## config.mk

```make
export PLATFORM = sky130hd
export DESIGN_NAME = microbatch_task_picker_unit_flat
export DESIGN_NICKNAME = d
export VERILOG_FILES = /design/src/design/mtp_pkg.sv /design/src/design/mtp_if.sv /design/src/design/mtp_store.sv /design/src/design/mtp_eval.sv /design/src/design/microbatch_task_picker_unit.sv /design/src/flat_wrapper.sv
export SDC_FILE = /design/constraint.sdc
export NUM_CORES = 2
export LEC_CHECK = 0
export BUFFER_PORTS_ARGS = -buffer_cell sky130_fd_sc_hd__buf_2
export CAP_MARGIN = 30
export CORE_MARGIN = 2
export CORE_UTILIZATION = 60
export CTS_BUF_LIST = sky130_fd_sc_hd__clkbuf_2 sky130_fd_sc_hd__clkbuf_4 sky130_fd_sc_hd__clkbuf_8
export DETAILED_ROUTE_END_ITERATION = 10
export PLACE_DENSITY = 0.81
export SYNTH_ARGS = -nofsm -noshare
export SYNTH_HDL_FRONTEND = slang
export SYNTH_HIERARCHICAL = 1
export SYNTH_SLANG_ARGS = --single-unit
```

## constraint.sdc

```tcl
create_clock -name clk -period 7.73 [get_ports clk]
set_input_delay 0.773 -clock clk [delete_from_list [all_inputs] [get_ports clk]]
set_output_delay 0.773 -clock clk [all_outputs]
set_load 0.02 [all_outputs]
```

## src/design/mtp_pkg.sv

```systemverilog
// shared types and codes of the microbatch task picker
`timescale 1ns / 1ps

package mtp_pkg;

  // opcodes
  localparam logic [2:0] OP_ACT  = 3'd0;
  localparam logic [2:0] OP_GRAD = 3'd1;
  localparam logic [2:0] OP_WAIT = 3'd2;
  localparam logic [2:0] OP_DONE = 3'd3;
  localparam logic [2:0] OP_PICK = 3'd4;

  // status codes
  localparam logic [2:0] STS_OK        = 3'd0;
  localparam logic [2:0] STS_RANGE     = 3'd1;
  localparam logic [2:0] STS_STEP      = 3'd2;
  localparam logic [2:0] STS_WAITING   = 3'd3;
  localparam logic [2:0] STS_UPDATE    = 3'd4;
  localparam logic [2:0] STS_BAD_CFG   = 3'd5;

  // phases
  localparam logic [1:0] PH_FWD = 2'd0;
  localparam logic [1:0] PH_BWD = 2'd1;

  // configuration register indexes
  localparam logic [2:0] CFG_NUM_STAGES  = 3'd0;
  localparam logic [2:0] CFG_STAGE_INDEX = 3'd1;
  localparam logic [2:0] CFG_NUM_MB      = 3'd2;
  localparam logic [2:0] CFG_FWD_LIMIT   = 3'd3;
  localparam logic [2:0] CFG_BWD_LIMIT   = 3'd4;

  localparam logic [15:0] CNT_MAX = 16'hFFFF;

  typedef enum logic [2:0] {
    ST_CLEAR,
    ST_IDLE,
    ST_EXEC,
    ST_SCAN,
    ST_DONE
  } state_t;

  // per-microbatch state word
  typedef struct packed {
    logic        act;
    logic        grad;
    logic        fwait;
    logic        bwait;
    logic        ffin;
    logic        bfin;
    logic [15:0] fcnt;
    logic [15:0] bcnt;
  } entry_t;

  // stage settings the evaluation unit needs
  typedef struct packed {
    logic        stage0;
    logic        last_stage;
    logic [15:0] fwd_limit;
    logic [15:0] bwd_limit;
  } cfg_t;

  typedef struct packed {
    logic [2:0]  status;
    logic        found;
    logic        pick_phase;
    logic [5:0]  pick_microbatch;
    logic [15:0] pick_step;
    logic        fwd_finished_flag;
    logic        bwd_finished_flag;
  } res_t;

endpackage

```

## src/design/mtp_if.sv

```systemverilog
// valid/ready channel interfaces for items and results
`timescale 1ns / 1ps

interface mtp_in_if;
  logic        valid;
  logic        ready;
  logic [2:0]  opcode;
  logic [5:0]  microbatch;
  logic [1:0]  phase;
  logic [15:0] step_index;
  logic        waiting;

  modport source (output valid, opcode, microbatch, phase, step_index, waiting,
                  input ready);
  modport sink   (input valid, opcode, microbatch, phase, step_index, waiting,
                  output ready);
endinterface

interface mtp_out_if;
  logic        valid;
  logic        ready;
  logic [2:0]  status;
  logic        found;
  logic        pick_phase;
  logic [5:0]  pick_microbatch;
  logic [15:0] pick_step;
  logic        fwd_finished_flag;
  logic        bwd_finished_flag;

  modport source (output valid, status, found, pick_phase, pick_microbatch, pick_step,
                  fwd_finished_flag, bwd_finished_flag, input ready);
  modport sink   (input valid, status, found, pick_phase, pick_microbatch, pick_step,
                  fwd_finished_flag, bwd_finished_flag, output ready);
endinterface

```

## src/design/mtp_store.sv

```systemverilog
// per-microbatch state memory, one write port and one registered read port
`timescale 1ns / 1ps

module mtp_store
  import mtp_pkg::*;
#(
  parameter int DEPTH = 64,
  parameter int AW    = 6
) (
  input  logic          clk,
  input  logic          we,
  input  logic [AW-1:0] waddr,
  input  entry_t        wdata,
  input  logic [AW-1:0] raddr,
  output entry_t        rdata
);

  entry_t mem [DEPTH];

  always_ff @(posedge clk) begin
    if (we) begin
      mem[waddr] <= wdata;
    end
    rdata <= mem[raddr];
  end

endmodule

```

## src/design/mtp_eval.sv

```systemverilog
// shared evaluation unit: runnable checks and the update of one state word
`timescale 1ns / 1ps

module mtp_eval
  import mtp_pkg::*;
(
  input  entry_t      ent,
  input  cfg_t        cfgv,
  input  logic [2:0]  opcode,
  input  logic [1:0]  phase,
  input  logic [15:0] step_index,
  input  logic        waiting,
  output entry_t      ent_nxt,
  output logic [2:0]  status,
  output logic        fwd_run,
  output logic        bwd_run
);

  logic [15:0] cnt;
  logic [15:0] cnt_inc;
  logic [15:0] lim;
  logic        wt;

  assign fwd_run = (ent.act || cfgv.stage0) && !ent.ffin && !ent.fwait &&
                   (ent.fcnt < cfgv.fwd_limit);
  assign bwd_run = ent.ffin && (cfgv.last_stage || ent.grad) && !ent.bfin &&
                   !ent.bwait && (ent.bcnt < cfgv.bwd_limit);

  assign cnt     = phase[0] ? ent.bcnt : ent.fcnt;
  assign wt      = phase[0] ? ent.bwait : ent.fwait;
  assign lim     = phase[0] ? cfgv.bwd_limit : cfgv.fwd_limit;
  assign cnt_inc = (cnt != CNT_MAX) ? cnt + 16'd1 : cnt;

  always_comb begin
    ent_nxt = ent;
    status  = STS_OK;
    priority if (opcode == OP_ACT) begin
      ent_nxt.act = 1'b1;
    end else if (opcode == OP_GRAD) begin
      ent_nxt.grad = 1'b1;
    end else if (opcode == OP_WAIT || opcode == OP_DONE) begin
      priority if (phase != PH_FWD && phase != PH_BWD) begin
        status = STS_UPDATE;
      end else if (step_index != cnt) begin
        status = STS_STEP;
      end else if (opcode == OP_WAIT) begin
        if (phase[0]) ent_nxt.bwait = waiting;
        else          ent_nxt.fwait = waiting;
      end else if (wt) begin
        status = STS_WAITING;
      end else begin
        if (phase[0]) begin
          ent_nxt.bcnt = cnt_inc;
          if (cnt_inc >= lim) ent_nxt.bfin = 1'b1;
        end else begin
          ent_nxt.fcnt = cnt_inc;
          if (cnt_inc >= lim) begin
            ent_nxt.ffin = 1'b1;
            // last stage makes its own gradient
            if (cfgv.last_stage) ent_nxt.grad = 1'b1;
          end
        end
      end
    end else begin
      // reserved opcodes change nothing
      ent_nxt = ent;
    end
  end

endmodule

```

## src/design/microbatch_task_picker_unit.sv

```systemverilog
// top level of the microbatch task picker: sequencer, config and result register
`timescale 1ns / 1ps

// Task scheduler of one pipeline stage. Per-microbatch flags and step counters live in
// one memory with a single read port; after reset a clearing pass writes every entry
// to zero in turn, with in_ch.ready low. Each item is then accepted in ST_IDLE and
// goes either through the read-and-update state ST_EXEC (all operations but pick on
// an in-range microbatch), or through a scan for pick that reads one microbatch per
// cycle until one is runnable or none is left. Bad config and out-of-range items
// finish in the accept cycle. ST_DONE then moves the result into the output register
// once that register is free, and the next item is accepted while that result waits.
// Configuration is written through cfg_we, cfg_index and cfg_wdata; the user must do
// so only while no item is in flight, and the block itself does not enforce this.
module microbatch_task_picker_unit
  import mtp_pkg::*;
#(
  parameter int MAX_MICROBATCHES = 64
) (
  input  logic        clk,
  input  logic        rst_n,
  mtp_in_if.sink      in_ch,
  mtp_out_if.source   out_ch,
  input  logic        cfg_we,
  input  logic [2:0]  cfg_index,
  input  logic [15:0] cfg_wdata
);

  localparam int AW = (MAX_MICROBATCHES > 1) ? $clog2(MAX_MICROBATCHES) : 1;
  localparam int CW = $clog2(MAX_MICROBATCHES + 1);
  localparam logic [AW-1:0] LAST_ADDR = AW'(MAX_MICROBATCHES - 1);

  state_t state_r, state_nxt;

  logic [8:0]  num_stages_r;
  logic [7:0]  stage_index_r;
  logic [6:0]  num_mb_r;
  logic [15:0] fwd_limit_r;
  logic [15:0] bwd_limit_r;

  logic [2:0]  op_r;
  logic [5:0]  mb_r;
  logic [1:0]  phase_r;
  logic [15:0] k_r;
  logic        wait_r;

  logic [AW-1:0] clr_idx_r;
  logic [CW-1:0] issue_idx_r;
  logic [CW-1:0] rd_idx_r;
  logic          rd_pend_r;

  res_t res_r;
  res_t res_acc;
  res_t out_r;
  logic out_valid_r;

  cfg_t   cfgv;
  logic   cfg_ok;
  logic   accept;
  logic   in_range;
  logic   issuing;
  logic   scan_hit;
  logic   scan_miss;
  logic   out_load;

  logic          mem_we;
  logic [AW-1:0] mem_waddr;
  entry_t        mem_wdata;
  logic [AW-1:0] mem_raddr;
  entry_t        mem_rdata;

  entry_t     ent_nxt;
  logic [2:0] ev_status;
  logic       fwd_run;
  logic       bwd_run;

  logic [31:0] in_mb_ext;
  logic [31:0] mb_r_ext;
  logic [31:0] issue_ext;
  logic [31:0] rd_idx_ext;

  assign in_mb_ext  = 32'(in_ch.microbatch);
  assign mb_r_ext   = 32'(mb_r);
  assign issue_ext  = 32'(issue_idx_r);
  assign rd_idx_ext = 32'(rd_idx_r);

  assign cfgv.stage0     = (stage_index_r == 8'd0);
  assign cfgv.last_stage = (({1'b0, stage_index_r} + 9'd1) == num_stages_r);
  assign cfgv.fwd_limit  = fwd_limit_r;
  assign cfgv.bwd_limit  = bwd_limit_r;

  assign cfg_ok = (num_stages_r != 9'd0) && ({1'b0, stage_index_r} < num_stages_r) &&
                  (num_mb_r != 7'd0) && (32'(num_mb_r) <= 32'(MAX_MICROBATCHES)) &&
                  (fwd_limit_r != 16'd0) && (bwd_limit_r != 16'd0);

  assign accept    = in_ch.valid && in_ch.ready;
  assign in_range  = ({1'b0, in_ch.microbatch} < num_mb_r);
  assign issuing   = (state_r == ST_SCAN) && (issue_ext < 32'(num_mb_r));
  assign scan_hit  = rd_pend_r && (fwd_run || bwd_run);
  assign scan_miss = !rd_pend_r && !issuing;
  assign out_load  = (state_r == ST_DONE) && (!out_valid_r || out_ch.ready);

  mtp_store #(
    .DEPTH (MAX_MICROBATCHES),
    .AW    (AW)
  ) u_store (
    .clk   (clk),
    .we    (mem_we),
    .waddr (mem_waddr),
    .wdata (mem_wdata),
    .raddr (mem_raddr),
    .rdata (mem_rdata)
  );

  mtp_eval u_eval (
    .ent        (mem_rdata),
    .cfgv       (cfgv),
    .opcode     (op_r),
    .phase      (phase_r),
    .step_index (k_r),
    .waiting    (wait_r),
    .ent_nxt    (ent_nxt),
    .status     (ev_status),
    .fwd_run    (fwd_run),
    .bwd_run    (bwd_run)
  );

  // next state
  always_comb begin
    state_nxt = state_r;
    unique case (state_r)
      ST_CLEAR: if (clr_idx_r == LAST_ADDR) state_nxt = ST_IDLE;
      ST_IDLE: begin
        if (accept) begin
          priority if (!cfg_ok)                state_nxt = ST_DONE;
          else if (in_ch.opcode == OP_PICK)    state_nxt = ST_SCAN;
          else if (in_range)                   state_nxt = ST_EXEC;
          else                                 state_nxt = ST_DONE;
        end
      end
      ST_EXEC: state_nxt = ST_DONE;
      ST_SCAN: if (scan_hit || scan_miss) state_nxt = ST_DONE;
      ST_DONE: if (out_load) state_nxt = ST_IDLE;
      default: state_nxt = ST_IDLE;
    endcase
  end

  // sequencer outputs
  always_comb begin
    in_ch.ready = 1'b0;
    mem_we      = 1'b0;
    mem_waddr   = mb_r_ext[AW-1:0];
    mem_wdata   = ent_nxt;
    mem_raddr   = mb_r_ext[AW-1:0];
    unique case (state_r)
      ST_CLEAR: begin
        mem_we    = 1'b1;
        mem_waddr = clr_idx_r;
        mem_wdata = '0;
      end
      ST_IDLE: begin
        in_ch.ready = 1'b1;
        mem_raddr   = in_mb_ext[AW-1:0];
      end
      ST_EXEC: mem_we = 1'b1;
      ST_SCAN: mem_raddr = issue_ext[AW-1:0];
      ST_DONE: mem_we = 1'b0;
      default: mem_we = 1'b0;
    endcase
  end

  // result of an item that finishes at acceptance
  always_comb begin
    res_acc = '0;
    if (!cfg_ok) begin
      res_acc.status = STS_BAD_CFG;
    end else if (in_ch.opcode < OP_PICK && !in_range) begin
      res_acc.status = STS_RANGE;
    end
  end

  always_ff @(posedge clk) begin
    if (!rst_n) begin
      state_r       <= ST_CLEAR;
      clr_idx_r     <= '0;
      out_valid_r   <= 1'b0;
      rd_pend_r     <= 1'b0;
      issue_idx_r   <= '0;
      num_stages_r  <= 9'd1;
      stage_index_r <= 8'd0;
      num_mb_r      <= 7'd8;
      fwd_limit_r   <= 16'd1;
      bwd_limit_r   <= 16'd1;
    end else begin
      state_r <= state_nxt;

      if (state_r == ST_CLEAR) clr_idx_r <= clr_idx_r + AW'(1);

      if (cfg_we) begin
        unique case (cfg_index)
          CFG_NUM_STAGES:  num_stages_r  <= cfg_wdata[8:0];
          CFG_STAGE_INDEX: stage_index_r <= cfg_wdata[7:0];
          CFG_NUM_MB:      num_mb_r      <= cfg_wdata[6:0];
          CFG_FWD_LIMIT:   fwd_limit_r   <= cfg_wdata;
          CFG_BWD_LIMIT:   bwd_limit_r   <= cfg_wdata;
          default:         num_mb_r      <= num_mb_r;
        endcase
      end

      if (accept) begin
        issue_idx_r <= '0;
        rd_pend_r   <= 1'b0;
      end else if (state_r == ST_SCAN) begin
        if (issuing) issue_idx_r <= issue_idx_r + CW'(1);
        rd_pend_r <= issuing;
      end

      if (out_load)          out_valid_r <= 1'b1;
      else if (out_ch.ready) out_valid_r <= 1'b0;
    end
  end

  // item latch and result assembly
  always_ff @(posedge clk) begin
    if (accept) begin
      op_r    <= in_ch.opcode;
      mb_r    <= in_ch.microbatch;
      phase_r <= in_ch.phase;
      k_r     <= in_ch.step_index;
      wait_r  <= in_ch.waiting;
      res_r   <= res_acc;
    end

    if (state_r == ST_SCAN) begin
      rd_idx_r <= issue_idx_r;
      if (scan_hit) begin
        res_r.found             <= 1'b1;
        res_r.pick_phase        <= !fwd_run;
        res_r.pick_microbatch   <= rd_idx_ext[5:0];
        res_r.pick_step         <= fwd_run ? mem_rdata.fcnt : mem_rdata.bcnt;
        res_r.fwd_finished_flag <= mem_rdata.ffin;
        res_r.bwd_finished_flag <= mem_rdata.bfin;
      end
    end

    if (state_r == ST_EXEC) begin
      res_r.status            <= (op_r > OP_PICK) ? STS_OK : ev_status;
      res_r.fwd_finished_flag <= ent_nxt.ffin;
      res_r.bwd_finished_flag <= ent_nxt.bfin;
    end

    if (out_load) out_r <= res_r;
  end

  assign out_ch.valid             = out_valid_r;
  assign out_ch.status            = out_r.status;
  assign out_ch.found             = out_r.found;
  assign out_ch.pick_phase        = out_r.pick_phase;
  assign out_ch.pick_microbatch   = out_r.pick_microbatch;
  assign out_ch.pick_step         = out_r.pick_step;
  assign out_ch.fwd_finished_flag = out_r.fwd_finished_flag;
  assign out_ch.bwd_finished_flag = out_r.bwd_finished_flag;

endmodule

```

## src/flat_wrapper.sv

```systemverilog
// flat-port wrapper written by rule: the top's interface ports become plain ports
module microbatch_task_picker_unit_flat import mtp_pkg::*;
#(
  parameter int MAX_MICROBATCHES = 64
)
  (clk, rst_n, cfg_we, cfg_index, cfg_wdata, in_ch_valid, in_ch_opcode, in_ch_microbatch, in_ch_phase, in_ch_step_index, in_ch_waiting, in_ch_ready, out_ch_valid, out_ch_status, out_ch_found, out_ch_pick_phase, out_ch_pick_microbatch, out_ch_pick_step, out_ch_fwd_finished_flag, out_ch_bwd_finished_flag, out_ch_ready);
  mtp_in_if in_ch_i ();
  mtp_out_if out_ch_i ();
  input  logic clk;
  input  logic rst_n;
  input  logic cfg_we;
  input  logic [2:0] cfg_index;
  input  logic [15:0] cfg_wdata;
  input wire logic [$bits(in_ch_i.valid)-1:0] in_ch_valid;
  input wire logic [$bits(in_ch_i.opcode)-1:0] in_ch_opcode;
  input wire logic [$bits(in_ch_i.microbatch)-1:0] in_ch_microbatch;
  input wire logic [$bits(in_ch_i.phase)-1:0] in_ch_phase;
  input wire logic [$bits(in_ch_i.step_index)-1:0] in_ch_step_index;
  input wire logic [$bits(in_ch_i.waiting)-1:0] in_ch_waiting;
  output wire logic [$bits(in_ch_i.ready)-1:0] in_ch_ready;
  output wire logic [$bits(out_ch_i.valid)-1:0] out_ch_valid;
  output wire logic [$bits(out_ch_i.status)-1:0] out_ch_status;
  output wire logic [$bits(out_ch_i.found)-1:0] out_ch_found;
  output wire logic [$bits(out_ch_i.pick_phase)-1:0] out_ch_pick_phase;
  output wire logic [$bits(out_ch_i.pick_microbatch)-1:0] out_ch_pick_microbatch;
  output wire logic [$bits(out_ch_i.pick_step)-1:0] out_ch_pick_step;
  output wire logic [$bits(out_ch_i.fwd_finished_flag)-1:0] out_ch_fwd_finished_flag;
  output wire logic [$bits(out_ch_i.bwd_finished_flag)-1:0] out_ch_bwd_finished_flag;
  input wire logic [$bits(out_ch_i.ready)-1:0] out_ch_ready;
  assign in_ch_i.valid = in_ch_valid;
  assign in_ch_i.opcode = in_ch_opcode;
  assign in_ch_i.microbatch = in_ch_microbatch;
  assign in_ch_i.phase = in_ch_phase;
  assign in_ch_i.step_index = in_ch_step_index;
  assign in_ch_i.waiting = in_ch_waiting;
  assign in_ch_ready = in_ch_i.ready;
  assign out_ch_valid = out_ch_i.valid;
  assign out_ch_status = out_ch_i.status;
  assign out_ch_found = out_ch_i.found;
  assign out_ch_pick_phase = out_ch_i.pick_phase;
  assign out_ch_pick_microbatch = out_ch_i.pick_microbatch;
  assign out_ch_pick_step = out_ch_i.pick_step;
  assign out_ch_fwd_finished_flag = out_ch_i.fwd_finished_flag;
  assign out_ch_bwd_finished_flag = out_ch_i.bwd_finished_flag;
  assign out_ch_i.ready = out_ch_ready;
  microbatch_task_picker_unit #(.MAX_MICROBATCHES(MAX_MICROBATCHES)) u_core (.clk(clk), .rst_n(rst_n), .in_ch(in_ch_i), .out_ch(out_ch_i), .cfg_we(cfg_we), .cfg_index(cfg_index), .cfg_wdata(cfg_wdata));
endmodule
```

==> impl_metrics.ini <==
[logic_synthesis]
synthTopCellsByArea = edfxtp_1, mux4_2, dfxtp_1
synth_nets = 5177
synth_top_area_cell = edfxtp_1
syn_area_mm2 = 0.103
ys_warn_count = 6
synth-seq-cells = 2636
synth_top_area_share_pct = 72.9
seq_area_frac_synth_pct = 75.5
synth_edf_count = 2498
synth_cell_types = 73
netlist_instances = 5055
avgSynthCellArea_um2 = 20.4
synthArstFlopShare_pct = 0
synthFlopType = edfxtp_1

[detailed_routing]
ant_nets = 0
routed_via_density = 6.77
totalWireLength_mm = 265
wl_per_cell_um = 33.1
drc = 0
vias = 54300
first_pass_iters = 7
drt_iter0_markers = 8272

[critical_path]
cp_num_buf_inv = 4
crit_required_ps = 8500
cp_slowest_cell = edfxtp_1
cp_common_cell = inv_1
crit_path_start_kind = flop
cp_top_family = simple AND/OR/NAND/NOR gates
critPathKind = flop to flop
cp-end-kind = flop
path_max_fanout = 33
slowest_delay_ps = 790
arrival_ps = 6690
path_cells = mux2i_1 > inv_1 > ha_1 > inv_1 > a211o_1 > nor3_1 > nand2_1 > xnor2_1 > inv_1 > ha_1 > nand2b_1 > a2111oi_0 > nor4b_1 > a211oi_1 > o211ai_1 > nand2_1 > nand2b_1 > nor2b_4 > buf_16

[placed_design]
dp.cells = 7277
place.gp.congestion = 0.928
dpl.hpwl_mm = 150
post-place-ws_ps = 2040
port_buffers = 82

[floorplan]
die_x_um = 418
initial_utilization_pct = 60.2
num_rows = 152
core_mm2 = 0.171
die_h_um = 418
dieArea_mm2 = 0.175
pin_count = 83

[timing]
worst_pin_slew_ps = 1190
skew_ps = 91.9
slew_violations = 0
fmax_mhz = 169
slew_headroom_pct = 20.7
fin_crit_ps = 5910
period_share_pct = 76.5
rsz0062_at_grt = false
worst_slack_ps = 1820
setup_viol = 0
hold_viol_final = 0
fin_tns_setup_ps = 0

[clock_tree]
cts_sinks = 2636
clockBufferDepth = 4
cts_buffers = 402
worstSkewPairLatency_ps = 1090
clock-root-buffer = clkbuf_8
cts_tree = done
htreeDepth = 5
post_cts_buffers = 0
clk_pin_slew_worst_paths_ps = 60

[final_layout]
fillers = 10100
num-nets-final = 5610
area_growth_pct = 12.1
drive_gt1_share_pct = 29.1
fin_cells = 8023

[power_and_ir_drop]
p_per_area_mw_per_mm2 = 389
leakage_nw = 37.7
ir_worst_vdd_mv = 0.538

[job]
cap_violations = 0

[global_routing]
grt_pass1_vias = 54500
grt_max_degree = 137
antenna_found_initial = 17
grt_use_total_pct = 30.6
grt_pass1_wl_mm = 377
grt-ovfl-total = 0

[min_path]
worstHoldPathType = primary input to flop

[status]
status = completed
==> Yosys cell counts, drive strengths merged, types with 5 or more instances <==
library cell / instances
o21ai: 46
nand2: 263
nor4: 18
or2: 9
nor2b: 52
mux2i: 117
nand3: 34
inv: 55
or3b: 5
a211oi: 7
mux2: 65
nand4: 25
o22ai: 101
o221ai: 34
a21boi: 56
edfxtp: 2498
a22oi: 140
and2: 9
nand4b: 5
a21o: 12
clkbuf: 120
nor3: 20
and3: 8
dfxtp: 138
nand3b: 10
a22o: 7
a31oi: 9
mux4: 608
nand2b: 18
a21oi: 98
buf: 140
nor2: 171
ha: 70
xor2: 21
xnor2: 29
==> layout by cell type, fill, tap and decap left out, types with 12 or more instances in the layout <==
master,instances
bufinv_16,16
mux2i_1,114
nor2b_1,12
clkbuf_8,421
dlygate4sd3_1,39
buf_12,15
o22ai_1,101
a22oi_1,140
buf_4,149
clkbuf_4,105
nor2b_4,40
nand2b_1,18
inv_1,55
mux2_2,58
buf_2,82
clkinv_2,57
a21o_1,12
o221ai_1,33
nand4_1,25
nor2_4,63
edfxtp_1,2498
dfxtp_1,138
nand3_1,33
a21oi_1,98
nor4_1,15
clkinv_1,87
ha_1,70
o21ai_0,39
nor3_1,16
xor2_1,21
xnor2_1,29
a21boi_0,55
nor2_1,106
mux4_2,608
nand2_1,262
==> power by group <==
part           switching (mW)  internal (mW)  leakage, nW
Combinational            9.71           4.52         9.30
Sequential              0.500           18.9         24.3
Clock                    5.19           6.07         4.13
Total                    15.4           29.5         37.7
==> logic make-up (layout without fill, tap and decap cells) <==
group	after synthesis	count (layout)	synth area share (%)
compound gates	528	528	3.47
xor+xnor	50	50	0.425
fa+ha+maj	70	70	0.851
buf+inv	315	1045	1.47
flops	2636	2636	75.5
mux	790	790	15.2
other cells	0	5	0
simple gates	666	666	3.05
==> through the flow <==
step	hold slack [ps]	power, mW	instance area (um2)	util (%)
floorplan	400	27.7	103000	-
global placement	404	33.1	107000	62.6
detailed placement	406	33.6	107000	62.7
CTS	3.26	44.7	115000	67.5
global route	33.9	46.2	115000	67.5
finish	72.1	44.9	115000	67.5
==> worst min-delay path, stage by stage <==
cell,delay [ps]
buf_2,130
nand2_1,60
a21boi_0,60
==> area by class of cell <==
cell class	instances	area (um2)	area share [%]
sequential	2636	77800	67.4
multi-input combinational	2104	24500	21.2
clock buffer	526	6580	5.70
tap	2233	2790	2.42
timing repair buffer	289	2320	2.01
clock inverter	175	1220	1.05
inverter	55	206	0.179
antenna	5	12.5	0.0108
==> routing by layer <==
metal | GRT usage, % | part of all wire (%) | vias up
met5 | 0.972 | 0.13 | -
met4 | 15.3 | 5.5 | 18
met3 | 9.17 | 13 | 688
met2 | 47.1 | 47 | 4030
met1 | 40.0 | 34 | 27800
li1 | - | - | 21800
==> what timing repair did <==
item / in CTS / in global routing
endpoints found under the hold margin: 54 / 0
resized for setup: 0 / 0
hold buffers: 39 / 0
endpoints found under the setup margin: 0 / 0
==> path summary, 6_finish.rpt <==
check                                          to  slack, ps  depth (start not counted)                        start
min reg2reg  u_core/out_ch.pick_step[9]$_DFFE_PP_        430                          0     u_core/res_r[11]$_DFF_P_
min            u_core/fwd_limit_r[2]$_SDFFE_PN0P_         70                          3                 cfg_wdata[2]
max reg2reg   u_core/u_store/mem[3][33]$_DFFE_PP_       1820                         19  u_core/phase_r[0]$_DFFE_PP_
max           u_core/u_store/mem[3][33]$_DFFE_PP_       1820                         19  u_core/phase_r[0]$_DFFE_PP_
==> state kept, by name (all words and copies together) (netlist names), 2 cells and up <==
signal	cells
u_core/phase_r	2
u_core/u_store/rdata	38
u_core/out_ch.pick_microbatch	6
u_core/u_store/mem	2432
u_core/rd_idx_r	6
u_core/issue_idx_r	7
u_core/k_r	16
u_core/fwd_limit_r	16
u_core/op_r	3
u_core/num_stages_r	9
u_core/stage_index_r	8
u_core/num_mb_r	7
u_core/state_r	3
u_core/clr_idx_r	6
u_core/out_ch.status	3
u_core/mb_r	6
u_core/bwd_limit_r	16
u_core/out_ch.pick_step	16
u_core/res_r	29
Power figures use the tool's default switching activity.
